--- config.mk ---
export PLATFORM = sky130hd
export DESIGN_NAME = lipo_battery_gauge
export DESIGN_NICKNAME = d
export VERILOG_FILES = /design/src/rtl/lpg_pkg.sv /design/src/rtl/lpg_ctrl.sv /design/src/rtl/lpg_dp.sv /design/src/rtl/lipo_battery_gauge.sv
export VERILOG_INCLUDE_DIRS = /design/src /design/src/rtl
export SDC_FILE = /design/constraint.sdc
export NUM_CORES = 1
export LEC_CHECK = 0
export ABC_AREA = 1
export BUFFER_PORTS_ARGS = -buffer_cell sky130_fd_sc_hd__buf_2
export CELL_PAD_IN_SITES_DETAIL_PLACEMENT = 0
export CELL_PAD_IN_SITES_GLOBAL_PLACEMENT = 1
export CORE_ASPECT_RATIO = 1.75
export CORE_MARGIN = 4
export CORE_UTILIZATION = 45
export CTS_CLUSTER_DIAMETER = 40
export DETAILED_ROUTE_END_ITERATION = 8
export GPL_TIMING_DRIVEN = 0
export PLACE_DENSITY_LB_ADDON = 0.15
export SYNTH_ARGS = -nofsm -noshare
export SYNTH_HDL_FRONTEND = slang
export SYNTH_SLANG_ARGS = --single-unit
export TNS_END_PERCENT = 5
--- constraint.sdc ---
create_clock -name i_clk -period 5.2 [get_ports i_clk]
set_input_delay 1.04 -clock i_clk [delete_from_list [all_inputs] [get_ports i_clk]]
set_output_delay 1.04 -clock i_clk [all_outputs]
set_load 0.05 [all_outputs]
--- src/rtl/lipo_battery_gauge_macros.svh ---
// ----------------------------------------------------------------------------
// LiPo battery gauge assertion macros
// Shorthands for clocked, reset-qualified concurrent assertions.
// ----------------------------------------------------------------------------
`ifndef LIPO_BATTERY_GAUGE_MACROS_SVH
`define LIPO_BATTERY_GAUGE_MACROS_SVH

// antecedent implies consequent in the same cycle
`define LPG_ASSERT_SAME(label, clk, rst_n, ante, cons, msg) \
    label: assert property (@(posedge clk) disable iff (!rst_n) (ante) |-> (cons)) \
        else $error(msg);

// antecedent implies consequent in the next cycle
`define LPG_ASSERT_NEXT(label, clk, rst_n, ante, cons, msg) \
    label: assert property (@(posedge clk) disable iff (!rst_n) (ante) |=> (cons)) \
        else $error(msg);

`endif

--- src/rtl/lpg_pkg.sv ---
// ----------------------------------------------------------------------------
// lpg_pkg
// Shared types, constants and the charge ladder of the LiPo battery gauge.
// ----------------------------------------------------------------------------
package lpg_pkg;

    localparam int SAMPLE_W = 12;
    localparam int CFG_W    = 13;
    localparam int MV_W     = 15;
    localparam int CNT_W    = 3;
    localparam int PCT_W    = 7;
    localparam int ADDR_W   = 1;

    // mv = sample * 28000 / 4635 = sample * 5600 / 927
    localparam int MV_MUL_RED  = 5600;
    localparam int PROD_W      = 25;
    // ceil(2^35 / 927): exact floor division for every 25-bit product
    localparam int RECIP_W     = 26;
    localparam int RECIP_SHIFT = 35;
    localparam logic [RECIP_W-1:0] MV_RECIP = 26'd37065522;
    localparam int WIDE_W      = PROD_W + RECIP_W;

    localparam int DIV_CNT_W = 4;

    localparam logic [ADDR_W-1:0] REG_CELL_MIN = 1'd0;
    localparam logic [ADDR_W-1:0] REG_CELL_MAX = 1'd1;

    localparam logic [CFG_W-1:0] CELL_MIN_RST = 13'd3300;
    localparam logic [CFG_W-1:0] CELL_MAX_RST = 13'd4300;

    localparam int LADDER_N = 10;
    localparam logic [MV_W-1:0] LADDER_MV [LADDER_N] = '{
        15'd4050, 15'd3900, 15'd3830, 15'd3770, 15'd3700,
        15'd3630, 15'd3570, 15'd3500, 15'd3430, 15'd3350
    };
    localparam logic [PCT_W-1:0] LADDER_PCT [LADDER_N] = '{
        7'd100, 7'd90, 7'd80, 7'd70, 7'd60, 7'd50, 7'd40, 7'd30, 7'd20, 7'd10
    };
    localparam logic [PCT_W-1:0] PCT_FLOOR = 7'd5;

    typedef enum logic [2:0] {
        S_IDLE,
        S_SCALE_MUL,
        S_SCALE_RECIP,
        S_DECIDE,
        S_DIV,
        S_CHECK,
        S_OUT
    } t_state;

    typedef struct packed {
        logic load;
        logic scale_mul;
        logic scale_recip;
        logic div_first;
        logic div_next;
        logic div_cells;
        logic div_step;
        logic cells_latch;
        logic pct_zero;
        logic pct_ladder;
        logic out_load;
    } t_cmd;

    typedef struct packed {
        logic cells_zero;
        logic elapsed;
        logic div_last;
        logic in_window;
        logic trial_last;
        logic out_free;
    } t_status;

    // first threshold exceeded wins; compares are independent
    function automatic logic [PCT_W-1:0] percent_of(input logic [MV_W-1:0] v);
        logic [PCT_W-1:0] pct;
        pct = PCT_FLOOR;
        for (int k = LADDER_N - 1; k >= 0; k--) begin
            if (v > LADDER_MV[k]) begin
                pct = LADDER_PCT[k];
            end
        end
        return pct;
    endfunction

endpackage

--- src/rtl/lpg_ctrl.sv ---
// ----------------------------------------------------------------------------
// lpg_ctrl
// Sequencer: scaling, cell count trials, per-cell divide and result handoff.
// ----------------------------------------------------------------------------
module lpg_ctrl (
    input  logic            i_clk,
    input  logic            i_rst_n,
    input  logic            i_in_valid,
    output logic            o_in_ready,
    input  lpg_pkg::t_status i_status,
    output lpg_pkg::t_cmd   o_cmd
);
    import lpg_pkg::*;

    t_state r_state;
    t_state n_state;

    always_ff @(posedge i_clk) begin
        if (!i_rst_n) begin
            r_state <= S_IDLE;
        end else begin
            r_state <= n_state;
        end
    end

    always_comb begin
        n_state    = r_state;
        o_cmd      = '0;
        o_in_ready = 1'b0;
        case (r_state)
            S_IDLE: begin
                o_in_ready = 1'b1;
                if (i_in_valid) begin
                    o_cmd.load = 1'b1;
                    n_state    = S_SCALE_MUL;
                end
            end
            S_SCALE_MUL: begin
                o_cmd.scale_mul = 1'b1;
                n_state         = S_SCALE_RECIP;
            end
            S_SCALE_RECIP: begin
                o_cmd.scale_recip = 1'b1;
                n_state           = S_DECIDE;
            end
            S_DECIDE: begin
                if (!i_status.cells_zero) begin
                    o_cmd.div_cells = 1'b1;
                    n_state         = S_DIV;
                end else if (i_status.elapsed) begin
                    o_cmd.div_first = 1'b1;
                    n_state         = S_DIV;
                end else begin
                    o_cmd.pct_zero = 1'b1;
                    n_state        = S_OUT;
                end
            end
            S_DIV: begin
                o_cmd.div_step = 1'b1;
                if (i_status.div_last) begin
                    n_state = S_CHECK;
                end
            end
            S_CHECK: begin
                if (!i_status.cells_zero) begin
                    o_cmd.pct_ladder = 1'b1;
                    n_state          = S_OUT;
                end else if (i_status.in_window) begin
                    o_cmd.cells_latch = 1'b1;
                    o_cmd.pct_ladder  = 1'b1;
                    n_state           = S_OUT;
                end else if (i_status.trial_last) begin
                    o_cmd.pct_zero = 1'b1;
                    n_state        = S_OUT;
                end else begin
                    o_cmd.div_next = 1'b1;
                    n_state        = S_DIV;
                end
            end
            S_OUT: begin
                if (i_status.out_free) begin
                    o_cmd.out_load = 1'b1;
                    n_state        = S_IDLE;
                end
            end
            default: begin
                n_state = S_IDLE;
            end
        endcase
    end

endmodule

--- src/rtl/lpg_dp.sv ---
// ----------------------------------------------------------------------------
// lpg_dp
// Datapath: millivolt scaling, bit-serial divider, window test, charge ladder,
// configuration registers and the output register.
// ----------------------------------------------------------------------------
module lpg_dp #(
    parameter int MAX_CELLS = 6
) (
    input  logic                            i_clk,
    input  logic                            i_rst_n,
    input  lpg_pkg::t_cmd                   i_cmd,
    output lpg_pkg::t_status                o_status,
    input  logic [lpg_pkg::SAMPLE_W-1:0]    i_battery_sample,
    input  logic                            i_startup_elapsed,
    input  logic                            i_cfg_we,
    input  logic [lpg_pkg::ADDR_W-1:0]      i_cfg_addr,
    input  logic [lpg_pkg::CFG_W-1:0]       i_cfg_wdata,
    output logic                            o_out_valid,
    input  logic                            i_out_ready,
    output logic [lpg_pkg::MV_W-1:0]        o_battery_mv,
    output logic [lpg_pkg::CNT_W-1:0]       o_cell_count,
    output logic [lpg_pkg::PCT_W-1:0]       o_remaining_percent
);
    import lpg_pkg::*;

    logic [CFG_W-1:0]     r_cell_min;
    logic [CFG_W-1:0]     r_cell_max;
    logic [CNT_W-1:0]     r_cells;
    logic [SAMPLE_W-1:0]  r_sample;
    logic                 r_elapsed;
    logic [PROD_W-1:0]    r_prod;
    logic [MV_W-1:0]      r_mv;
    logic [CNT_W-1:0]     r_divisor;
    logic [CNT_W-1:0]     r_rem;
    logic [MV_W-1:0]      r_quo;
    logic [DIV_CNT_W-1:0] r_div_cnt;
    logic [PCT_W-1:0]     r_pct;
    logic                 r_out_valid;
    logic [MV_W-1:0]      r_out_mv;
    logic [CNT_W-1:0]     r_out_cells;
    logic [PCT_W-1:0]     r_out_pct;

    logic [PROD_W-1:0]  prod_c;
    logic [WIDE_W-1:0]  wide_c;
    logic [CNT_W:0]     div_part;
    logic [CNT_W:0]     div_diff;
    logic               div_fits;
    logic [CNT_W-1:0]   divisor_c;

    assign prod_c = PROD_W'(r_sample) * PROD_W'(MV_MUL_RED);
    assign wide_c = WIDE_W'(r_prod) * WIDE_W'(MV_RECIP);

    // restoring divide, one quotient bit per cycle
    assign div_part = {r_rem, r_quo[MV_W-1]};
    assign div_fits = div_part >= {1'b0, r_divisor};
    assign div_diff = div_part - {1'b0, r_divisor};

    always_comb begin
        divisor_c = r_cells;
        if (i_cmd.div_first) begin
            divisor_c = CNT_W'(1);
        end else if (i_cmd.div_next) begin
            divisor_c = r_divisor + CNT_W'(1);
        end
    end

    always_ff @(posedge i_clk) begin
        if (!i_rst_n) begin
            r_cell_min <= CELL_MIN_RST;
            r_cell_max <= CELL_MAX_RST;
        end else if (i_cfg_we) begin
            case (i_cfg_addr)
                REG_CELL_MIN: r_cell_min <= i_cfg_wdata;
                REG_CELL_MAX: r_cell_max <= i_cfg_wdata;
                default: ;
            endcase
        end
    end

    always_ff @(posedge i_clk) begin
        if (!i_rst_n) begin
            r_cells <= '0;
        end else if (i_cmd.cells_latch) begin
            r_cells <= r_divisor;
        end
    end

    always_ff @(posedge i_clk) begin
        if (i_cmd.load) begin
            r_sample  <= i_battery_sample;
            r_elapsed <= i_startup_elapsed;
        end
        if (i_cmd.scale_mul) begin
            r_prod <= prod_c;
        end
        if (i_cmd.scale_recip) begin
            r_mv <= wide_c[RECIP_SHIFT +: MV_W];
        end
        if (i_cmd.div_first || i_cmd.div_next || i_cmd.div_cells) begin
            r_divisor <= divisor_c;
            r_rem     <= '0;
            r_quo     <= r_mv;
            r_div_cnt <= '0;
        end else if (i_cmd.div_step) begin
            r_div_cnt <= r_div_cnt + DIV_CNT_W'(1);
            r_quo     <= {r_quo[MV_W-2:0], div_fits};
            r_rem     <= div_fits ? div_diff[CNT_W-1:0] : div_part[CNT_W-1:0];
        end
        if (i_cmd.pct_zero) begin
            r_pct <= '0;
        end else if (i_cmd.pct_ladder) begin
            r_pct <= percent_of(r_quo);
        end
        if (i_cmd.out_load) begin
            r_out_mv    <= r_mv;
            r_out_cells <= i_cmd.cells_latch ? r_divisor : r_cells;
            r_out_pct   <= r_pct;
        end
    end

    always_ff @(posedge i_clk) begin
        if (!i_rst_n) begin
            r_out_valid <= 1'b0;
        end else if (i_cmd.out_load) begin
            r_out_valid <= 1'b1;
        end else if (i_out_ready) begin
            r_out_valid <= 1'b0;
        end
    end

    assign o_status.cells_zero = (r_cells == '0);
    assign o_status.elapsed    = r_elapsed;
    assign o_status.div_last   = (r_div_cnt == DIV_CNT_W'(MV_W - 1));
    assign o_status.in_window  = (r_quo > MV_W'(r_cell_min)) && (r_quo < MV_W'(r_cell_max));
    assign o_status.trial_last = (r_divisor == CNT_W'(MAX_CELLS));
    assign o_status.out_free   = !r_out_valid || i_out_ready;

    assign o_out_valid         = r_out_valid;
    assign o_battery_mv        = r_out_mv;
    assign o_cell_count        = r_out_cells;
    assign o_remaining_percent = r_out_pct;

endmodule

--- src/rtl/lipo_battery_gauge.sv ---
// ----------------------------------------------------------------------------
// lipo_battery_gauge
// LiPo cell count detection and remaining-charge estimate from an ADC sample.
// ----------------------------------------------------------------------------
// Input channel (i_in_valid / o_in_ready) takes one 12-bit battery sample and
// the startup flag per transaction. Output channel (o_out_valid / i_out_ready)
// returns exactly one transaction per input: millivolts, latched cell count
// and charge percent. Thresholds are written through the plain write port
// (i_cfg_we, i_cfg_addr, i_cfg_wdata). The user must write them only while the
// block is idle; the block itself does not enforce this. One item at a time.
// Scaling multiplies by the reduced factor and then by the reciprocal; each
// divide by a cell count then runs in the bit-serial divider and is followed
// by a check. An item needs one divide once the count is latched, up to
// MAX_CELLS while detecting, and none when the count is unknown and the
// startup flag is low. The divider is the limit in normal operation.
// The result goes to an output register, so the block takes the next item
// while the previous result waits; a stalled receiver holds the sequencer
// only when a second result is ready to be handed over.
// Reset (synchronous, active low) clears the count to unknown, restores the
// window to 3300..4300 mV and drops any pending result.
// ----------------------------------------------------------------------------
`include "lipo_battery_gauge_macros.svh"

module lipo_battery_gauge #(
    parameter int MAX_CELLS = 6
) (
    input  logic                            i_clk,
    input  logic                            i_rst_n,
    input  logic                            i_in_valid,
    output logic                            o_in_ready,
    input  logic [lpg_pkg::SAMPLE_W-1:0]    i_battery_sample,
    input  logic                            i_startup_elapsed,
    output logic                            o_out_valid,
    input  logic                            i_out_ready,
    output logic [lpg_pkg::MV_W-1:0]        o_battery_mv,
    output logic [lpg_pkg::CNT_W-1:0]       o_cell_count,
    output logic [lpg_pkg::PCT_W-1:0]       o_remaining_percent,
    input  logic                            i_cfg_we,
    input  logic [lpg_pkg::ADDR_W-1:0]      i_cfg_addr,
    input  logic [lpg_pkg::CFG_W-1:0]       i_cfg_wdata
);
    import lpg_pkg::*;

    t_cmd    cmd;
    t_status status;

    lpg_ctrl u_ctrl (
        .i_clk      (i_clk),
        .i_rst_n    (i_rst_n),
        .i_in_valid (i_in_valid),
        .o_in_ready (o_in_ready),
        .i_status   (status),
        .o_cmd      (cmd)
    );

    lpg_dp #(
        .MAX_CELLS (MAX_CELLS)
    ) u_dp (
        .i_clk               (i_clk),
        .i_rst_n             (i_rst_n),
        .i_cmd               (cmd),
        .o_status            (status),
        .i_battery_sample    (i_battery_sample),
        .i_startup_elapsed   (i_startup_elapsed),
        .i_cfg_we            (i_cfg_we),
        .i_cfg_addr          (i_cfg_addr),
        .i_cfg_wdata         (i_cfg_wdata),
        .o_out_valid         (o_out_valid),
        .i_out_ready         (i_out_ready),
        .o_battery_mv        (o_battery_mv),
        .o_cell_count        (o_cell_count),
        .o_remaining_percent (o_remaining_percent)
    );

    // once latched, the cell count holds until reset
    `LPG_ASSERT_NEXT(a_cells_sticky, i_clk, i_rst_n, !status.cells_zero, !status.cells_zero, "cell count changed after latch")
    // an accepted transaction keeps the input side closed while it is worked
    `LPG_ASSERT_NEXT(a_busy_after_accept, i_clk, i_rst_n, i_in_valid && o_in_ready, !o_in_ready, "input accepted while busy")
    // a new result appears only through the sequencer handoff
    `LPG_ASSERT_SAME(a_out_from_load, i_clk, i_rst_n, $rose(o_out_valid), $past(cmd.out_load), "result without handoff")
    `LPG_ASSERT_SAME(a_count_range, i_clk, i_rst_n, o_out_valid, o_cell_count <= CNT_W'(MAX_CELLS), "cell count out of range")

endmodule

==> impl_metrics.json, run 1 <==
{
  "status": "complete, but fails checks",
  "violations": "setup timing",
  "vias": 12720,
  "hold-worst-slack_ns": 0.4368,
  "fin_cells": 2417,
  "crit_fanout": 4,
  "worstSetupPathType": "flop to flop",
  "yosys_register_bits": 138,
  "grt_util_all_layers_pct": 25.10,
  "fmax_mhz": 180.2,
  "final_area_um2": 19660,
  "place_area_um2": 17460,
  "ys_seq_area_share_pct": 22.32,
  "fin_crit_sh_pct": 106.7,
  "globalRouteOverflowTotal": 0,
  "ioPinCount": 59,
  "clk_path_buf_depth": 2,
  "io_buffers": 57,
  "setup-violations-final": 15,
  "path_delay_family": "adder cells",
  "hold_start": "u_dp.r_pct[3]",
  "wl_met3_mm": 1.027,
  "drv_slew": 0,
  "via_per_inst": 5.263,
  "place_inst": 2311,
  "drtAntennaViolNets": 0,
  "synth.most_common_cell": "inv_1",
  "min_path_type": "flop to flop",
  "synth.net_count": 2296,
  "fin_skew_ns": 0.01639,
  "avgRoutedWirePerCell_um": 20.31,
  "synthTopCellsByArea": "ha_1 23%, fa_1 22%, edfxtp_1 17%, inv_1 9.5%, dfxtp_1 5.7%",
  "hold_end": "u_dp.o_remaining_percent[3]",
  "drc": 0,
  "start_kind": "flop",
  "rr_endpoint": "u_dp.r_mv[14]",
  "relSlewSlack_pct": 35.50,
  "met2_wirelength_mm": 28.82,
  "critPathSlowestCell": "edfxtp_1",
  "nets": 2449,
  "cp.buffers_inverters": 7,
  "worst_pin_slew_ns": 0.9648,
  "synth_edf_count": 91,
  "netlist-cell-type-count": 49,
  "r2r_slack_ns": -0.35,
  "hold_buffers": 0,
  "antenna_found_initial": 0,
  "avgSynthCellArea_um2": 9.240,
  "root_buffer": "clkbuf_16",
  "syn_to_final_growth_pct": 19.43,
  "finalHoldViolCount": 0,
  "die_area_um2": 39820,
  "setup_slack_ns": -0.3509,
  "post-dp-hpwl_mm": 40.75,
  "hold_depth": 0,
  "synth_top_area_share_pct": 22.73,
  "clk_pin_slew_ns": 0.08,
  "r2r_cells": 23,
  "grt_pass1_vias": 14100,
  "worstPathRequired_ns": 5.40,
  "route.top_layer_used": "met4",
  "end_kind": "flop",
  "ys_warn_count": 0,
  "start_util_pct": 45.68,
  "drive_gt1_share_pct": 20.34,
  "slowest_delay_ns": 0.56,
  "maxCapViolCount": 0,
  "worst_ep_arrival_time_ns": 5.75,
  "cp_cell_sequence": "ha_4, inv_1, ha_4, buf_4, ha_1, inv_1, fa_1, inv_1, fa_1, inv_1, fa_1, inv_1, fa_1, ha_4, nand2_1, nor2_1, nor2_1, inv_1, a21oi_2, o31ai_2, nand2_1, nand4_1, xnor2_1",
  "clock-sinks": 138,
  "place_congestion": 0.9505,
  "cts_max_level": 4,
  "antennaDiodeCount": 0,
  "die_w_um": 152.6,
  "clkLatencyLatePin_ns": 0.46,
  "synth.cell_area_um2": 16460,
  "yosys_most_used_dff": "edfxtp_1",
  "syn_inst": 1781,
  "dr.pass1.iters": 5,
  "path_common_cell": "inv_1",
  "coreArea_um2": 36030,
  "post-place-ws_ns": -1.169,
  "r2r_start": "u_dp.r_prod[18]",
  "grt_first_pass_wirelength_mm": 75.44,
  "grt_setup_unrepaired": "yes",
  "drt_wl_total_mm": 49.09,
  "drt_iter0_markers": 479,
  "grt_start_max_net_pins": 26,
  "rows": 92,
  "cts_tree": "built",
  "wl_met1_mm": 14.65,
  "cts_buffers": 17,
  "synthArstFlopShare_pct": 0,
  "min_period_ns": 5.551,
  "fp.dieH_um": 261.0,
  "netlist_top_cells_count": "417 x inv_1, 299 x ha_1, 204 x nand2_1",
  "yosys.area.top_type": "ha_1"
}
==> repair_timing <==
item,in CTS,in global routing
resized for setup,200,28
endpoints found under the setup margin,15,15
pin swaps,113,26
buffers inserted,70,4
==> layout make-up <==
class,count,area [um2]
fillers,3326,16370
multi-input cells,1206,12240
flip-flops and latches,138,3674
inverters,425,1595
repair buffers,134,932.1
well taps,470,588.1
clock buffers,17,425.4
clock inverters,15,126.4
plain buffers,12,76.32
==> registers in the layout, summed over array words and instances, names as in the netlist <==
register,cells
u_dp.r_elapsed,1
u_dp.r_divisor,3
u_dp.r_quo,15
u_dp.r_mv,15
u_dp.r_cell_max,13
u_dp.o_out_valid,1
u_dp.r_prod,20
u_dp.o_remaining_percent,7
u_dp.r_cells,3
u_dp.r_pct,7
u_ctrl.r_state,3
u_dp.r_rem,3
u_dp.r_cell_min,13
u_dp.o_cell_count,3
u_dp.r_div_cnt,4
u_dp.r_sample,12
u_dp.o_battery_mv,15
==> metrics by stage <==
stage	TNS [ns]	utilization (%)
after floorplan	-0.07576	-
after global placement	-12.90	48.32
after detailed placement	-13.34	48.46
after CTS	-3.554	54.16
after global routing	-6.247	54.55
final	-3.769	54.55
==> worst max-delay path by stage <==
stage                         start             to  slack (ns)  depth (start not counted)
detailed placement  u_dp.r_prod[14]   u_dp.r_mv[9]       -1.17                         19
global route        u_dp.r_prod[11]  u_dp.r_mv[12]       -0.48                         24
global placement    u_dp.r_prod[14]   u_dp.r_mv[9]       -1.17                         19
floorplan           u_dp.r_prod[10]   u_dp.r_mv[7]       -0.03                         22
finish              u_dp.r_prod[18]  u_dp.r_mv[14]       -0.35                         23
CTS                 u_dp.r_prod[15]  u_dp.r_mv[14]       -0.30                         17
==> cells in the final DEF, fill, tap and decap left out, drive strengths merged, types with 2 or more instances in the layout <==
master    synthesis  layout
dfxtp            47      47
xor2             25      25
nand4            16      16
and2              2       2
clkinvlp          0       2
edfxtp           91      91
nor2            114     114
ha              299     299
o211ai           14      14
o31ai             4       4
xnor2            17      17
inv             425     436
o21bai            5       5
nor3             25      25
or2               4       4
nor4              8       8
a21o              5       5
buf               4     138
clkinv            0       2
nand3b            2       2
a21oi           112     112
o22ai             3       3
o21ai            84      84
nand3            51      51
fa              184     184
a21boi            4       4
a31oi             7       7
clkbuf            8      25
nand2           211     211
a221oi            3       3
==> per-layer routing <==
| layer | vias up | GRT usage [%] |
|---|---|---|
| li1 | 6071 | - |
| met1 | 6200 | 20.31 |
| met2 | 275 | 52.40 |
| met3 | 175 | 3.009 |
| met4 | 0 | 19.54 |
| met5 | - | 0 |
==> worst reg2reg max path: cells and delay by family, from the launching register on <==
family,cells,cell delay (ns)
xor+xnor,1,0.10
flops,1,0.56
buf+inv,7,0.57
simple gates,5,0.64
fa+ha+maj,8,3.12
compound gates,2,0.30
==> cell families (layout without fill, tap and decap cells) <==
group	count (synthesis)	in the layout	synth area share (%)
adder cells (fa/ha/maj)	483	483	45.12
buffers and inverters	437	603	10.16
AND/OR/NAND/NOR	433	433	11.56
AO/OA/AOI/OAI	248	248	8.614
flip-flops	138	138	22.32
XOR/XNOR	42	42	2.235
Power of run 1 is not shown: default switching activity piles up to over one toggle a cycle in this logic, so the estimate is an artifact.
==> run 2: changes to the inputs <==
- PLACE_DENSITY_LB_ADDON: 0.15 -> 0.3
==> run 2 against run 1 <==
  * The run still ends with setup timing left
  * Non-clock buffer count is 2 lower
  * Largest cell class unchanged
  * Clock-buffer cell count is 5 higher
  * Critical path depth decreased by 3
  * Design area fell by 0.52%
  * Wire length fell by 3.2%
  * Die area unchanged
  * Via count is 0.25% lower
==> impl_metrics.json, run 2 (same netlist as run 1, synthesis figures left out) <==
{
  "status": "complete, but fails checks",
  "violations": "setup timing",
  "regMostFlops": "u_dp.r_prod",
  "start_kind": "flop",
  "cts_tree": "built",
  "ioPinCount": 59,
  "fp.dieH_um": 261.0,
  "setup-violations-final": 15,
  "cp-startpoint": "u_dp.r_prod[17]",
  "die_area_um2": 39820,
  "post-place-ws_ns": -1.388,
  "slowest_delay_ns": 0.59,
  "final_common_cell": "inv_1",
  "setup_slack_ns": -0.3200,
  "fillerInstances": 3310,
  "cts_buffers": 17,
  "r2r_start": "u_dp.r_prod[17]",
  "drv_slew": 0,
  "drt_iter0_markers": 440,
  "via_per_inst": 5.254,
  "drive_gt1_share_pct": 19.49,
  "antennaDiodeCount": 0,
  "root_buffer": "clkbuf_16",
  "clkLatencyLatePin_ns": 0.45,
  "grt_pass1_vias": 13840,
  "worstSetupPathType": "flop to flop",
  "fin_skew_ns": 0.008782,
  "maxCapViolCount": 0,
  "die_w_um": 152.6,
  "cp_cell_sequence": "buf_6, buf_4, ha_2, ha_1, inv_1, fa_1, fa_2, fa_1, inv_1, fa_1, ha_4, ha_4, nand2_4, nor2_4, inv_4, buf_4, o21ai_4, a221oi_4, nand3_4, xor2_1",
  "end_kind": "flop",
  "nets": 2447,
  "path_common_cell": "fa_1",
  "grt_start_max_net_pins": 26,
  "fmax_mhz": 181.2,
  "final_area_um2": 19550,
  "critPathSlowestCell": "fa_1",
  "drt_wl_total_mm": 47.50,
  "fin_util_pct": 54.27,
  "io_buffers": 57,
  "clock-sinks": 138,
  "avgRoutedWirePerCell_um": 19.67,
  "antenna_found_initial": 0,
  "r2r_slack_ns": -0.32,
  "min_path_type": "flop to flop",
  "grt_setup_unrepaired": "yes",
  "drc": 0,
  "start_util_pct": 45.68,
  "worstPathRequired_ns": 5.39,
  "dr.pass1.iters": 5,
  "largest_register_ffs": 20,
  "coreArea_um2": 36030,
  "clk_path_buf_depth": 2,
  "vias": 12690,
  "place_area_um2": 17460,
  "final_cell_mix": "396 x inv_1, 248 x ha_1, 193 x nand2_1",
  "clk_pin_slew_ns": 0.07,
  "min_period_ns": 5.520,
  "worst_pin_slew_ns": 0.9057,
  "place_congestion": 0.9705,
  "relSlewSlack_pct": 39.45,
  "globalRouteOverflowTotal": 0,
  "drtAntennaViolNets": 0,
  "grt_first_pass_wirelength_mm": 73.51,
  "finalHoldViolCount": 0,
  "fin_cells": 2415,
  "crit_fanout": 4,
  "worst_ep_arrival_time_ns": 5.71,
  "place_inst": 2311,
  "cts_max_level": 4,
  "rows": 92,
  "syn_to_final_growth_pct": 18.82,
  "post-dp-hpwl_mm": 39.81,
  "hold_start": "u_dp.r_pct[3]",
  "grt_util_all_layers_pct": 24.39,
  "fin_crit_sh_pct": 106.2
}
==> run 2: cell types whose count changed in the layout (fill, tap and decap cells not counted), moves of 3 or more <==
cell / before / now
nand2_1: 188 / 193
nand2_2: 19 / 14
nor2_1: 82 / 87
a21oi_2: 23 / 27
inv_2: 31 / 27
nor2_4: 13 / 9
buf_6: 19 / 16
inv_8: 4 / 1
o21ai_0: 49 / 46
o21ai_1: 19 / 22
==> run 2: layer usage <==
layer | vias up | share of wire (%) | global-route usage [%]
li1 | 6084 | - | -
met1 | 6115 | 30 | 20.20
met2 | 320 | 57 | 49.66
met3 | 170 | 2.8 | 2.910
met4 | 0 | 10 | 20.41
met5 | - | 0 | 0
==> run 2: area by class of cell <==
cell class	count	area (um2)	share of cell area (%)
Multi-Input combinational cell	1206	12160	62.18
Sequential cell	138	3674	18.79
Clock buffer	22	485.5	2.483
Inverter	425	1600	8.184
Clock inverter	10	78.83	0.4031
Tap cell	470	588.1	3.007
Buffer	12	76.32	0.3903
Timing Repair Buffer	132	893.4	4.569
==> run 2: worst max-delay path, delay by kind of cell, from the launching register on <==
family | cells | cell delay (ns)
DFF | 1 | 0.49
adders and majority gates | 8 | 3.18
buffers and inverters | 6 | 0.65
AOI/OAI and AO/OA | 2 | 0.45
xor gates and xnor gates | 1 | 0.17
and+or+nand+nor | 3 | 0.31
==> run 2: repair_timing <==
| item | CTS | global route |
|---|---|---|
| endpoints found under the setup margin | 15 | 15 |
| endpoints found under the hold margin | 0 | 0 |
| pin swaps | 81 | 20 |
| hold buffers | 0 | 0 |
| buffers inserted | 68 | 4 |
| gates resized for setup | 186 | 24 |
==> run 2: per-stage QoR <==
| step | setup TNS [ns] | hold slack, ns |
|---|---|---|
| after floorplan | -0.07576 | 0.4086 |
| after global placement | -14.34 | 0.4242 |
| after detailed placement | -14.67 | 0.4196 |
| after CTS | -3.569 | 0.4369 |
| after global routing | -6.413 | 0.4468 |
| final | -4.027 | 0.4370 |
==> run 2: final timing paths <==
kind                            endpoint  cells after the start
min          u_dp.o_remaining_percent[3]                      0
max                         u_dp.r_mv[9]                     20
min reg2reg  u_dp.o_remaining_percent[3]                      0
max reg2reg                 u_dp.r_mv[9]                     20
Power of run 2 is left out for the same reason.
==> run 3: changes to the inputs <==
- SETUP_SLACK_MARGIN: unset -> 0.3
==> run 3 against run 2 <==
  * The flow still finishes with violations (setup timing)
  * Maximum frequency fell by 0.44%
  * Non-clock buffer count rose by 6
  * Design area rose by 0.79%
  * Worst hold slack got worse by 0.0038 ns
  * First-iteration DRC count rose by 11%
  * Clock skew rose by 0.0016 ns
  * Die area did not move
  * Utilization rose by 0.43 points
  * Register-to-register slack got worse by 0.02 ns
  * Flip-flop and latch count did not move
  * Via count barely moved
  * Sequential share of layout area fell by 0.15 points
==> impl_metrics.json, run 3 (same netlist as run 1, synthesis figures left out) <==
{
  "place_inst": 2311,
  "drc": 0,
  "avgRoutedWirePerCell_um": 19.50,
  "worstPathRequired_ns": 5.39,
  "path_delay_family": "adder cells",
  "syn_to_final_growth_pct": 19.75,
  "antennaDiodeCount": 0,
  "fin_skew_ns": 0.01041,
  "hold_depth": 0,
  "setup-violations-final": 15,
  "grt_start_max_net_pins": 26,
  "r2r_start": "u_dp.r_prod[11]",
  "clkLatencyLatePin_ns": 0.45,
  "crit_fanout": 4,
  "drtAntennaViolNets": 0,
  "hold_start": "u_dp.r_pct[3]",
  "r2r_cells": 18,
  "drt_iter0_markers": 488,
  "status": "complete, but fails checks",
  "vias": 12700,
  "grt_setup_unrepaired": "yes",
  "slowest_delay_ns": 0.59,
  "fin_tns_setup_ns": -3.962,
  "largest_register_ffs": 20,
  "min_period_ns": 5.545,
  "min_path_type": "flop to flop",
  "regMostFlops": "u_dp.r_prod",
  "relSlewSlack_pct": 37.62,
  "grt_pass1_vias": 13920,
  "setup_slack_ns": -0.3445,
  "cts_tree": "built",
  "grt_first_pass_wirelength_mm": 72.73,
  "coreArea_um2": 36030,
  "fp.dieH_um": 261.0,
  "place_congestion": 0.9929,
  "fin_crit_sh_pct": 106.6,
  "maxCapViolCount": 0,
  "clock-sinks": 138,
  "violations": "setup timing",
  "antenna_found_initial": 0,
  "fillerInstances": 3223,
  "start_util_pct": 45.68,
  "rr_endpoint": "u_dp.r_mv[9]",
  "fin_cells": 2421,
  "cts_buffers": 17,
  "post-dp-hpwl_mm": 39.25,
  "drt_wl_total_mm": 47.20,
  "via_per_inst": 5.245,
  "hold_buffers": 0,
  "root_buffer": "clkbuf_16",
  "die_w_um": 152.6,
  "clk_path_buf_depth": 2,
  "die_area_um2": 39820,
  "drv_slew": 0,
  "fmax_mhz": 180.4,
  "cp.buffers_inverters": 3,
  "cp_cell_sequence": "buf_4, ha_4, clkinvlp_4, fa_1, fa_1, inv_1, fa_1, fa_2, fa_2, ha_4, ha_4, nand2_1, nand2_2, a31oi_4, o21ai_4, a221oi_4, nand3_4, xor2_1",
  "dr.pass1.iters": 5,
  "nets": 2453,
  "hold_end": "u_dp.o_remaining_percent[3]",
  "end_kind": "flop",
  "r2r_slack_ns": -0.34,
  "rows": 92,
  "ioPinCount": 59,
  "drive_gt1_share_pct": 20.30,
  "finalHoldViolCount": 0,
  "worst_pin_slew_ns": 0.9331,
  "worstSetupPathType": "flop to flop",
  "grt_util_all_layers_pct": 23.97,
  "final_common_cell": "inv_1",
  "cts_max_level": 4,
  "fin_util_pct": 54.70,
  "start_kind": "flop",
  "worst_ep_arrival_time_ns": 5.73,
  "final_cell_mix": "397 x inv_1, 249 x ha_1, 185 x nand2_1",
  "critPathSlowestCell": "fa_2",
  "globalRouteOverflowTotal": 0,
  "io_buffers": 57,
  "clk_pin_slew_ns": 0.07
}
run 3: area by class of cell:
type	count	area, um2	area share, %
sequential	138	3674	18.64
clock buffer	21	483.0	2.451
inverter	425	1607	8.152
tap	470	588.1	2.984
multi-input combinational	1206	12270	62.24
buffer	12	76.32	0.3873
timing repair buffer	138	930.9	4.723
clock inverter	11	82.58	0.4190
run 3: metrics by stage:
| stage | cell area (um2) | hold WS [ns] | setup slack, ns |
|---|---|---|---|
| 2_1_floorplan | 16700 | 0.4086 | 0.05617 |
| 3_3_place_gp | 17580 | 0.4175 | -1.116 |
| 3_5_place_dp | 17620 | 0.4205 | -1.193 |
| 4_1_cts | 19280 | 0.4355 | -0.3054 |
| 5_1_grt | 19710 | 0.4460 | -0.4421 |
| 6_report | 19710 | 0.4332 | -0.3445 |
run 3: metal layers:
metal  global-route usage (%)  vias to the layer above  part of all wire (%)
met2                    48.50                      299                    57
met1                    20.45                     6144                    31
met3                    2.629                      162                   2.4
li1                         -                     6092                     -
met5                        0                        -                     0
met4                    19.64                        0                   9.7
run 3: worst max-delay path by stage:
stage                               end  cells after the start            start
final                      u_dp.r_mv[9]                     18  u_dp.r_prod[11]
after global routing      u_dp.r_mv[12]                     18  u_dp.r_prod[15]
after CTS                  u_dp.r_mv[9]                     17  u_dp.r_prod[10]
after detailed placement   u_dp.r_mv[9]                     20  u_dp.r_prod[17]
after global placement     u_dp.r_mv[9]                     20  u_dp.r_prod[17]
after floorplan            u_dp.r_mv[6]                     19  u_dp.r_prod[14]
run 3: what timing repair did:
action | 4_1_cts | 5_1_grt
setup buffers | 62 | 16
pin swaps | 57 | 59
hold endpoints to repair | 0 | 0
gates resized for setup | 129 | 74
setup endpoints to repair | 15 | 15
Power of run 3 is left out for the same reason.
